### config.mk
export PLATFORM = sky130hd
export DESIGN_NAME = accel_g_quantizer_face_detect_unit_flat
export DESIGN_NICKNAME = d
export VERILOG_FILES = /design/src/rtl/agqfd_pkg.sv /design/src/rtl/agqfd_req_if.sv /design/src/rtl/agqfd_rsp_if.sv /design/src/rtl/accel_g_quantizer_face_detect_unit.sv /design/src/flat_wrapper.sv
export SDC_FILE = /design/constraint.sdc
export NUM_CORES = 2
export LEC_CHECK = 0
export ABC_AREA = 1
export BUFFER_PORTS_ARGS = -buffer_cell sky130_fd_sc_hd__buf_2
export CAP_MARGIN = 20
export CORE_UTILIZATION = 60
export DETAILED_ROUTE_END_ITERATION = 8
export MAX_ROUTING_LAYER = met4
export PLACE_DENSITY = 0.79
export SYNTH_ARGS = -nofsm -noshare
export SYNTH_HDL_FRONTEND = slang
export SYNTH_SLANG_ARGS = --single-unit
### constraint.sdc
create_clock -name clock -period 6.4 [get_ports clock]
set_clock_uncertainty 0.05 [all_clocks]
set_input_delay 1.28 -clock clock [delete_from_list [all_inputs] [get_ports clock]]
set_output_delay 1.28 -clock clock [all_outputs]
set_load 0.02 [all_outputs]
### src/rtl/agqfd_pkg.sv
`default_nettype none

package agqfd_pkg;

   localparam int SAMPLE_W = 16;
   localparam int ONE_G_W  = 15;
   localparam int TOL_W    = 13;
   localparam int LEVEL_W  = 4;
   localparam int FACE_W   = 3;
   localparam int CSR_IDX_W  = 2;
   localparam int CSR_DATA_W = ONE_G_W;
   localparam int CALC_W   = 20;

   localparam logic [ONE_G_W-1:0] ONE_G_RESET = 15'd8192;
   localparam logic [TOL_W-1:0]   TOL_RESET   = 13'd2000;
   localparam logic               LIMIT_RESET = 1'b0;

   typedef logic signed [SAMPLE_W-1:0] sample_type;
   typedef logic signed [LEVEL_W-1:0]  level_type;
   typedef logic signed [CALC_W-1:0]   calc_type;

   typedef enum logic [CSR_IDX_W-1:0] {
      CSR_ONE_G_COUNTS   = 2'd0,
      CSR_BAND_TOLERANCE = 2'd1,
      CSR_LIMIT_TWO_G    = 2'd2
   } csr_index_type;

   typedef enum logic [FACE_W-1:0] {
      FACE_POS_X = 3'd0,
      FACE_POS_Y = 3'd1,
      FACE_POS_Z = 3'd2,
      FACE_NEG_X = 3'd3,
      FACE_NEG_Y = 3'd4,
      FACE_NEG_Z = 3'd5
   } face_type;

   localparam level_type LVL_P4 = 4'sd4;
   localparam level_type LVL_P3 = 4'sd3;
   localparam level_type LVL_P2 = 4'sd2;
   localparam level_type LVL_P1 = 4'sd1;
   localparam level_type LVL_Z  = 4'sd0;
   localparam level_type LVL_N1 = -4'sd1;
   localparam level_type LVL_N2 = -4'sd2;
   localparam level_type LVL_N3 = -4'sd3;
   localparam level_type LVL_N4 = -4'sd4;

   function automatic logic in_win(input calc_type p, input calc_type c, input calc_type t);
      return (p > c - t) && (p < c + t);
   endfunction

   function automatic level_type quantize(input sample_type sample,
                                          input logic [ONE_G_W-1:0] one_g,
                                          input logic [TOL_W-1:0] tol,
                                          input logic limit,
                                          input level_type keep);
      calc_type p;
      calc_type g1;
      calc_type g2;
      calc_type g3;
      calc_type g4;
      calc_type t;
      level_type r;
      p  = {{(CALC_W-SAMPLE_W){sample[SAMPLE_W-1]}}, sample};
      g1 = {{(CALC_W-ONE_G_W){1'b0}}, one_g};
      t  = {{(CALC_W-TOL_W){1'b0}}, tol};
      g2 = g1 <<< 1;
      g3 = g2 + g1;
      g4 = g1 <<< 2;
      r  = keep;
      if (limit) begin
         if (p > g2 - t)                     r = LVL_P2;
         else if (in_win(p, g1, t))          r = LVL_P1;
         else if (p > t - g1 && p < g1 - t)  r = LVL_Z;
         else if (in_win(p, -g1, t))         r = LVL_N1;
         else if (p < t - g2)                r = LVL_N2;
      end else begin
         if (p > g4 + t)                     r = LVL_P4;
         else if (in_win(p, g4, t))          r = LVL_P4;
         else if (in_win(p, g3, t))          r = LVL_P3;
         else if (in_win(p, g2, t))          r = LVL_P2;
         else if (in_win(p, g1, t))          r = LVL_P1;
         else if (p > t - g1 && p < g1 - t)  r = LVL_Z;
         else if (in_win(p, -g1, t))         r = LVL_N1;
         else if (in_win(p, -g2, t))         r = LVL_N2;
         else if (in_win(p, -g3, t))         r = LVL_N3;
         else if (in_win(p, -g4, t))         r = LVL_N4;
         else if (p < -g4 - t)               r = LVL_N4;
      end
      return r;
   endfunction

endpackage

`default_nettype wire

### src/rtl/agqfd_req_if.sv
`default_nettype none

interface agqfd_req_if;
   logic                  valid;
   logic                  ready;
   agqfd_pkg::sample_type accel_x;
   agqfd_pkg::sample_type accel_y;
   agqfd_pkg::sample_type accel_z;

   modport source (output valid, output accel_x, output accel_y, output accel_z,
                   input ready);
   modport sink   (input valid, input accel_x, input accel_y, input accel_z,
                   output ready);
endinterface

`default_nettype wire

### src/rtl/agqfd_rsp_if.sv
`default_nettype none

interface agqfd_rsp_if;
   logic                                valid;
   logic                                ready;
   agqfd_pkg::level_type                level_x;
   agqfd_pkg::level_type                level_y;
   agqfd_pkg::level_type                level_z;
   logic [agqfd_pkg::FACE_W-1:0]        face_code;
   logic                                face_valid;

   modport source (output valid, output level_x, output level_y, output level_z,
                   output face_code, output face_valid, input ready);
   modport sink   (input valid, input level_x, input level_y, input level_z,
                   input face_code, input face_valid, output ready);
endinterface

`default_nettype wire

### src/rtl/accel_g_quantizer_face_detect_unit.sv
`default_nettype none

// channel   dir  handshake     payload
// req_bus   in   valid/ready   accel_x, accel_y, accel_z
// rsp_bus   out  valid/ready   level_x, level_y, level_z, face_code, face_valid
// csr_*     in   csr_wen       csr_index, csr_wdata
//
// One beat per cycle while rsp_bus is ready; beats pass input, then output registers.
// The held levels form the only loop: they update as a beat leaves the input register.
// Synchronous reset clears valids and held levels and loads the CSR defaults only.
// A stalled rsp_bus holds its beat; the input register still takes one more beat.

module accel_g_quantizer_face_detect_unit (
   input  wire logic                                clock,
   input  wire logic                                reset,
   agqfd_req_if.sink                                req_bus,
   agqfd_rsp_if.source                              rsp_bus,
   input  wire logic                                csr_wen,
   input  wire logic [agqfd_pkg::CSR_IDX_W-1:0]     csr_index,
   input  wire logic [agqfd_pkg::CSR_DATA_W-1:0]    csr_wdata
);

   logic [agqfd_pkg::ONE_G_W-1:0] one_g_ff;
   logic [agqfd_pkg::TOL_W-1:0]   tol_ff;
   logic                          limit_ff;

   logic                  in_valid_ff;
   agqfd_pkg::sample_type ax_ff;
   agqfd_pkg::sample_type ay_ff;
   agqfd_pkg::sample_type az_ff;

   agqfd_pkg::level_type  held_x_ff;
   agqfd_pkg::level_type  held_y_ff;
   agqfd_pkg::level_type  held_z_ff;
   agqfd_pkg::level_type  held_x_in;
   agqfd_pkg::level_type  held_y_in;
   agqfd_pkg::level_type  held_z_in;

   logic                  out_valid_ff;
   agqfd_pkg::face_type   face_ff;
   agqfd_pkg::face_type   face_in;
   logic                  face_valid_ff;
   logic                  face_valid_in;

   logic                  advance;
   logic                  req_take;
   logic [1:0]            hits;

   assign advance  = in_valid_ff && (!out_valid_ff || rsp_bus.ready);
   assign req_bus.ready = !in_valid_ff || advance;
   assign req_take = req_bus.valid && req_bus.ready;

   always_ff @(posedge clock) begin
      if (reset) begin
         one_g_ff <= agqfd_pkg::ONE_G_RESET;
         tol_ff   <= agqfd_pkg::TOL_RESET;
         limit_ff <= agqfd_pkg::LIMIT_RESET;
      end else if (csr_wen) begin
         unique case (csr_index)
            agqfd_pkg::CSR_ONE_G_COUNTS:   one_g_ff <= csr_wdata;
            agqfd_pkg::CSR_BAND_TOLERANCE: tol_ff   <= csr_wdata[agqfd_pkg::TOL_W-1:0];
            agqfd_pkg::CSR_LIMIT_TWO_G:    limit_ff <= csr_wdata[0];
            default: ;
         endcase
      end
   end

   always_comb begin
      held_x_in = agqfd_pkg::quantize(ax_ff, one_g_ff, tol_ff, limit_ff, held_x_ff);
      held_y_in = agqfd_pkg::quantize(ay_ff, one_g_ff, tol_ff, limit_ff, held_y_ff);
      held_z_in = agqfd_pkg::quantize(az_ff, one_g_ff, tol_ff, limit_ff, held_z_ff);

      hits    = 2'd0;
      face_in = agqfd_pkg::FACE_POS_X;
      if (held_x_in == agqfd_pkg::LVL_P1 || held_x_in == agqfd_pkg::LVL_N1) begin
         hits    = hits + 2'd1;
         face_in = (held_x_in == agqfd_pkg::LVL_P1) ? agqfd_pkg::FACE_POS_X
                                                    : agqfd_pkg::FACE_NEG_X;
      end
      if (held_y_in == agqfd_pkg::LVL_P1 || held_y_in == agqfd_pkg::LVL_N1) begin
         hits    = hits + 2'd1;
         face_in = (held_y_in == agqfd_pkg::LVL_P1) ? agqfd_pkg::FACE_POS_Y
                                                    : agqfd_pkg::FACE_NEG_Y;
      end
      if (held_z_in == agqfd_pkg::LVL_P1 || held_z_in == agqfd_pkg::LVL_N1) begin
         hits    = hits + 2'd1;
         face_in = (held_z_in == agqfd_pkg::LVL_P1) ? agqfd_pkg::FACE_POS_Z
                                                    : agqfd_pkg::FACE_NEG_Z;
      end
      face_valid_in = (hits == 2'd1);
      if (!face_valid_in) begin
         face_in = agqfd_pkg::FACE_POS_X;
      end
   end

   always_ff @(posedge clock) begin
      if (reset) begin
         in_valid_ff  <= 1'b0;
         out_valid_ff <= 1'b0;
         held_x_ff    <= agqfd_pkg::LVL_Z;
         held_y_ff    <= agqfd_pkg::LVL_Z;
         held_z_ff    <= agqfd_pkg::LVL_Z;
      end else begin
         if (req_take) begin
            in_valid_ff <= 1'b1;
         end else if (advance) begin
            in_valid_ff <= 1'b0;
         end
         if (advance) begin
            out_valid_ff <= 1'b1;
            held_x_ff    <= held_x_in;
            held_y_ff    <= held_y_in;
            held_z_ff    <= held_z_in;
         end else if (rsp_bus.ready) begin
            out_valid_ff <= 1'b0;
         end
      end
   end

   always_ff @(posedge clock) begin
      if (req_take) begin
         ax_ff <= req_bus.accel_x;
         ay_ff <= req_bus.accel_y;
         az_ff <= req_bus.accel_z;
      end
      if (advance) begin
         face_ff       <= face_in;
         face_valid_ff <= face_valid_in;
      end
   end

   assign rsp_bus.valid      = out_valid_ff;
   assign rsp_bus.level_x    = held_x_ff;
   assign rsp_bus.level_y    = held_y_ff;
   assign rsp_bus.level_z    = held_z_ff;
   assign rsp_bus.face_code  = face_ff;
   assign rsp_bus.face_valid = face_valid_ff;

endmodule

`default_nettype wire

### src/flat_wrapper.sv
// flat-port wrapper written by rule: the top's interface ports become plain ports
module accel_g_quantizer_face_detect_unit_flat 
  (clock, reset, csr_wen, csr_index, csr_wdata, req_bus_valid, req_bus_accel_x, req_bus_accel_y, req_bus_accel_z, req_bus_ready, rsp_bus_valid, rsp_bus_level_x, rsp_bus_level_y, rsp_bus_level_z, rsp_bus_face_code, rsp_bus_face_valid, rsp_bus_ready);
  agqfd_req_if req_bus_i ();
  agqfd_rsp_if rsp_bus_i ();
  input  wire logic clock;
  input  wire logic reset;
  input  wire logic csr_wen;
  input  wire logic [agqfd_pkg::CSR_IDX_W-1:0] csr_index;
  input  wire logic [agqfd_pkg::CSR_DATA_W-1:0] csr_wdata;
  input wire logic [$bits(req_bus_i.valid)-1:0] req_bus_valid;
  input wire logic [$bits(req_bus_i.accel_x)-1:0] req_bus_accel_x;
  input wire logic [$bits(req_bus_i.accel_y)-1:0] req_bus_accel_y;
  input wire logic [$bits(req_bus_i.accel_z)-1:0] req_bus_accel_z;
  output wire logic [$bits(req_bus_i.ready)-1:0] req_bus_ready;
  output wire logic [$bits(rsp_bus_i.valid)-1:0] rsp_bus_valid;
  output wire logic [$bits(rsp_bus_i.level_x)-1:0] rsp_bus_level_x;
  output wire logic [$bits(rsp_bus_i.level_y)-1:0] rsp_bus_level_y;
  output wire logic [$bits(rsp_bus_i.level_z)-1:0] rsp_bus_level_z;
  output wire logic [$bits(rsp_bus_i.face_code)-1:0] rsp_bus_face_code;
  output wire logic [$bits(rsp_bus_i.face_valid)-1:0] rsp_bus_face_valid;
  input wire logic [$bits(rsp_bus_i.ready)-1:0] rsp_bus_ready;
  assign req_bus_i.valid = req_bus_valid;
  assign req_bus_i.accel_x = req_bus_accel_x;
  assign req_bus_i.accel_y = req_bus_accel_y;
  assign req_bus_i.accel_z = req_bus_accel_z;
  assign req_bus_ready = req_bus_i.ready;
  assign rsp_bus_valid = rsp_bus_i.valid;
  assign rsp_bus_level_x = rsp_bus_i.level_x;
  assign rsp_bus_level_y = rsp_bus_i.level_y;
  assign rsp_bus_level_z = rsp_bus_i.level_z;
  assign rsp_bus_face_code = rsp_bus_i.face_code;
  assign rsp_bus_face_valid = rsp_bus_i.face_valid;
  assign rsp_bus_i.ready = rsp_bus_ready;
  accel_g_quantizer_face_detect_unit u_core (.clock(clock), .reset(reset), .req_bus(req_bus_i), .rsp_bus(rsp_bus_i), .csr_wen(csr_wen), .csr_index(csr_index), .csr_wdata(csr_wdata));
endmodule
==> impl_metrics.csv <==
group,metric,value,unit
clock_tree,h-tree-depth,3,
grt,grt_max_degree,40,
sta,setup_slack,-1.257,ns
route,routed_via_density,6.703,
min_path,min_from,"u_core.rsp_bus.valid",
die,core,59130,sq um
yosys,yosys-top-cells-area,"ha_1, nand2_1, a21oi_1, xor2_1, inv_1",
yosys,synthArstFlopShare,0,%
worst_setup_path,reg2reg_from,"u_core.one_g_ff[1]",
clock_tree,cts_tree,"yes",
worst_setup_path,crit_required,6.60,ns
route,drt-pass1-iter-count,9,
worst_setup_path,critPathTopFamily,"simple AND/OR/NAND/NOR gates",
grt,grt_antenna_before_repair,18,
min_path,holdPathStages,2,
worst_setup_path,r2r_slack,-1.26,ns
power,clock_power_share,5.6,%
route,wl,186700,um
worst_setup_path,reg2reg_depth,40,
sta,slew_violations,0,
worst_setup_path,crit_start,"u_core.one_g_ff[1]",
yosys,avgSynthCellArea,7.200,sq um
clock_tree,cts_buffers,9,
yosys,ys_seq_area_share,6.740,%
placement,port_buffers,87,
route,drc,94,
sta,fmax,0.1306,GHz
worst_setup_path,crit_arrival,7.86,ns
worst_setup_path,endpoint_kind,"flip-flop",
placement,routabilityCongestion,1.150,
power,worst_ir_drop_vdd,0.0002664,V
worst_setup_path,crit_top_cell,"buf_4",
clock_tree,root_buffer,"clkbuf_16",
min_path,worstHoldEndpoint,"u_core.rsp_bus.valid",
clock_tree,clk-insertion-delay-late,0.40,ns
worst_setup_path,cp_slowest_cell,"xor2_1",
die,start_util,60.78,%
yosys,synth.most_common_cell,"ha_1",
yosys,ys.warnings.count,0,
grt,grt-ovfl-total,0,
placement,dp_hpwl,139500,um
yosys,ys_types,67,
yosys,netlist.area_leader.share,40.03,%
worst_setup_path,cpPeakStageDelay,0.72,ns
power,power_density,247.5,nW/um^2
sta,layout_worst_path_cycle_share,119.6,%
status,violations,"DRC, setup timing",
yosys,synth_edf_count,52,
sta,worst_hold_slack,0.4845,ns
clock_tree,cts.clk_slew.worst_paths,0.10,ns
sta,min_period,7.657,ns
layout,drive_gt1_share,22.99,%
clock_tree,clockBufferDepth,2,
die,std_cell_rows,89,
yosys,synth_area_leader_cell,"ha_1",
yosys,synth-seq-cells,95,
worst_setup_path,reg2reg_to,"u_core.rsp_bus.face_code[2]",
route,drtAntennaViolNets,0,
placement,place_inst,6618,
clock_tree,cts.sinks,95,
die,boundaryPins,88,
layout,area_growth,28.70,%
sta,worst_pin_slew,1.387,ns
layout,layout.nets,7198,
sta,relSlewSlack,7.524,%
power,swShare,56.19,%
route,routedWlPerCell,27.55,um
worst_setup_path,cp_max_fo,4,
min_path,hp-class,"reg2reg",
die,dieWidth,246.8,um
layout,stdcell_count,6777,
grt,grt_pass1_wl,256400,um
die,die_h,246.8,um
sta,setup_viol,16,
worst_setup_path,worstSetupStartpointType,"flip-flop",
worst_setup_path,crit_cells,40,
power,internal_power,5.016,mW
power,seq_power_share,7.0,%
yosys,synth_cells,4992,
sta,hold_viol_final,0,
route,vias,45430,
power,p_switching,6.432,mW
yosys,synth_area,35940,sq um
yosys,synth_common_cells,"ha_1, nand2_1, a21oi_1, inv_1, nor2_1",
die,fp.dieArea,60890,sq um
route,drt_iter0_markers,5328,
worst_setup_path,critPathBufInv,16,
worst_setup_path,crit_type,"reg2reg",
yosys,ys.flop_type,"edfxtp_1",
grt,grt_pass1_vias,42820,
flow_run,drv_cap,0,
grt,globalRouteTotalUtil,58.83,%
power,pwr-share-comb,87.4,%
power,leakagePower,24.71,nW
sta,rsz0062_at_grt,"yes",
status,outcome,"finished, violations left",
yosys,syn_nets,6224,
final cells by class:
class | count | area (sq um)
multi-input cells | 4280 | 32770
fillers | 4096 | 12870
repair buffers | 1007 | 7538
flip-flops and latches | 95 | 2431
inverters | 573 | 2166
well taps | 773 | 967.2
clock buffers | 9 | 225.2
diodes | 33 | 82.58
clock inverters | 7 | 81.33
layout by cell type (no fill, tap or decap), types with 27 or more instances in the layout:
master | netlist | final
nand3_1 | 198 | 189
nand2_2 | 22 | 47
a21o_1 | 42 | 42
diode_2 | 0 | 33
edfxtp_1 | 52 | 52
xor2_1 | 249 | 228
o21bai_1 | 45 | 38
nor3_1 | 64 | 59
nand4_1 | 108 | 108
nor2_1 | 339 | 319
ha_1 | 1150 | 1121
a21oi_1 | 598 | 552
inv_2 | 18 | 35
buf_4 | 1 | 892
o21ai_0 | 228 | 186
a21oi_2 | 1 | 41
o21ai_1 | 6 | 27
dfxtp_1 | 43 | 40
a211oi_1 | 36 | 33
inv_1 | 548 | 526
o211ai_1 | 42 | 42
buf_2 | 3 | 87
nand2_1 | 846 | 817
logic make-up after synthesis:
| kind of cell | after synthesis | synth area share [%] |
|---|---|---|
| and+or+nand+nor | 1666 | 20.28 |
| AOI/OAI and AO/OA | 1178 | 19.10 |
| adders and majority gates | 1162 | 40.70 |
| buffers and inverters | 617 | 6.506 |
| xor gates and xnor gates | 274 | 6.677 |
| DFF | 95 | 6.740 |
what timing repair did:
| action | 4_1_cts | 5_1_grt |
|---|---|---|
| gates resized for setup | 232 | 138 |
| hold buffers | 0 | 0 |
| pin swaps | 98 | 80 |
| cloned | 0 | 0 |
| endpoints found under the setup margin | 7 | 16 |
| buffers inserted | 87 | 19 |
power by group through the flow:
stage          combinational [mW]  sequential, mW  clock (mW)
3_3_place_gp                 8.10           0.804           0
2_1_floorplan                4.85           0.810           0
5_1_grt                      10.7           0.795       0.634
6_report                     10.0           0.807       0.635
4_1_cts                      8.97           0.790       0.617
3_5_place_dp                 8.46           0.803           0
layer usage:
metal	wire [um]	global-route usage, %	up-vias
li1	-	-	19640
met1	61470	61.26	20480
met2	73480	83.91	3673
met3	28570	22.75	1634
met4	23170	57.37	0
met5	0	-	-
sequential cells by signal, summed over array words and instances (netlist names):
name,count
u_core.limit_ff,1
u_core.ax_ff,16
u_core.rsp_bus.face_code,3
u_core.rsp_bus.valid,1
u_core.one_g_ff,15
u_core.in_valid_ff,1
u_core.rsp_bus.level_x,4
u_core.tol_ff,13
u_core.ay_ff,16
u_core.az_ff,16
u_core.rsp_bus.level_z,4
u_core.rsp_bus.level_y,4
u_core.rsp_bus.face_valid,1
metrics by stage:
step / total power, mW / utilization [%] / setup slack, ns / setup TNS, ns / instance area [sq um]
after floorplan: 5.664 / - / 0.01716 / 0 / 35990
after global placement: 8.900 / 73.23 / -0.5047 / -1.909 / 43300
after detailed placement: 9.261 / 73.25 / -0.7452 / -2.897 / 43310
after CTS: 10.38 / 76.72 / -0.1717 / -0.5719 / 45360
after global routing: 12.09 / 78.18 / -1.235 / -11.29 / 46230
final: 11.45 / 78.23 / -1.257 / -9.476 / 46260
worst max path at each step:
stage / to / slack, ns
2_1_floorplan: u_core.rsp_bus.face_code[2] / 0.02
3_3_place_gp: u_core.rsp_bus.face_code[1] / -0.50
3_5_place_dp: u_core.rsp_bus.face_code[2] / -0.75
4_1_cts: u_core.rsp_bus.face_code[0] / -0.17
5_1_grt: u_core.rsp_bus.face_code[2] / -1.23
6_report: u_core.rsp_bus.face_code[2] / -1.26
tightest hold or removal path: stages, from the launching register on:
cell	delay (ns)
dfxtp_1	0.33
nand2_1	0.09
a21oi_1	0.07
Power figures use the tool's default switching activity.
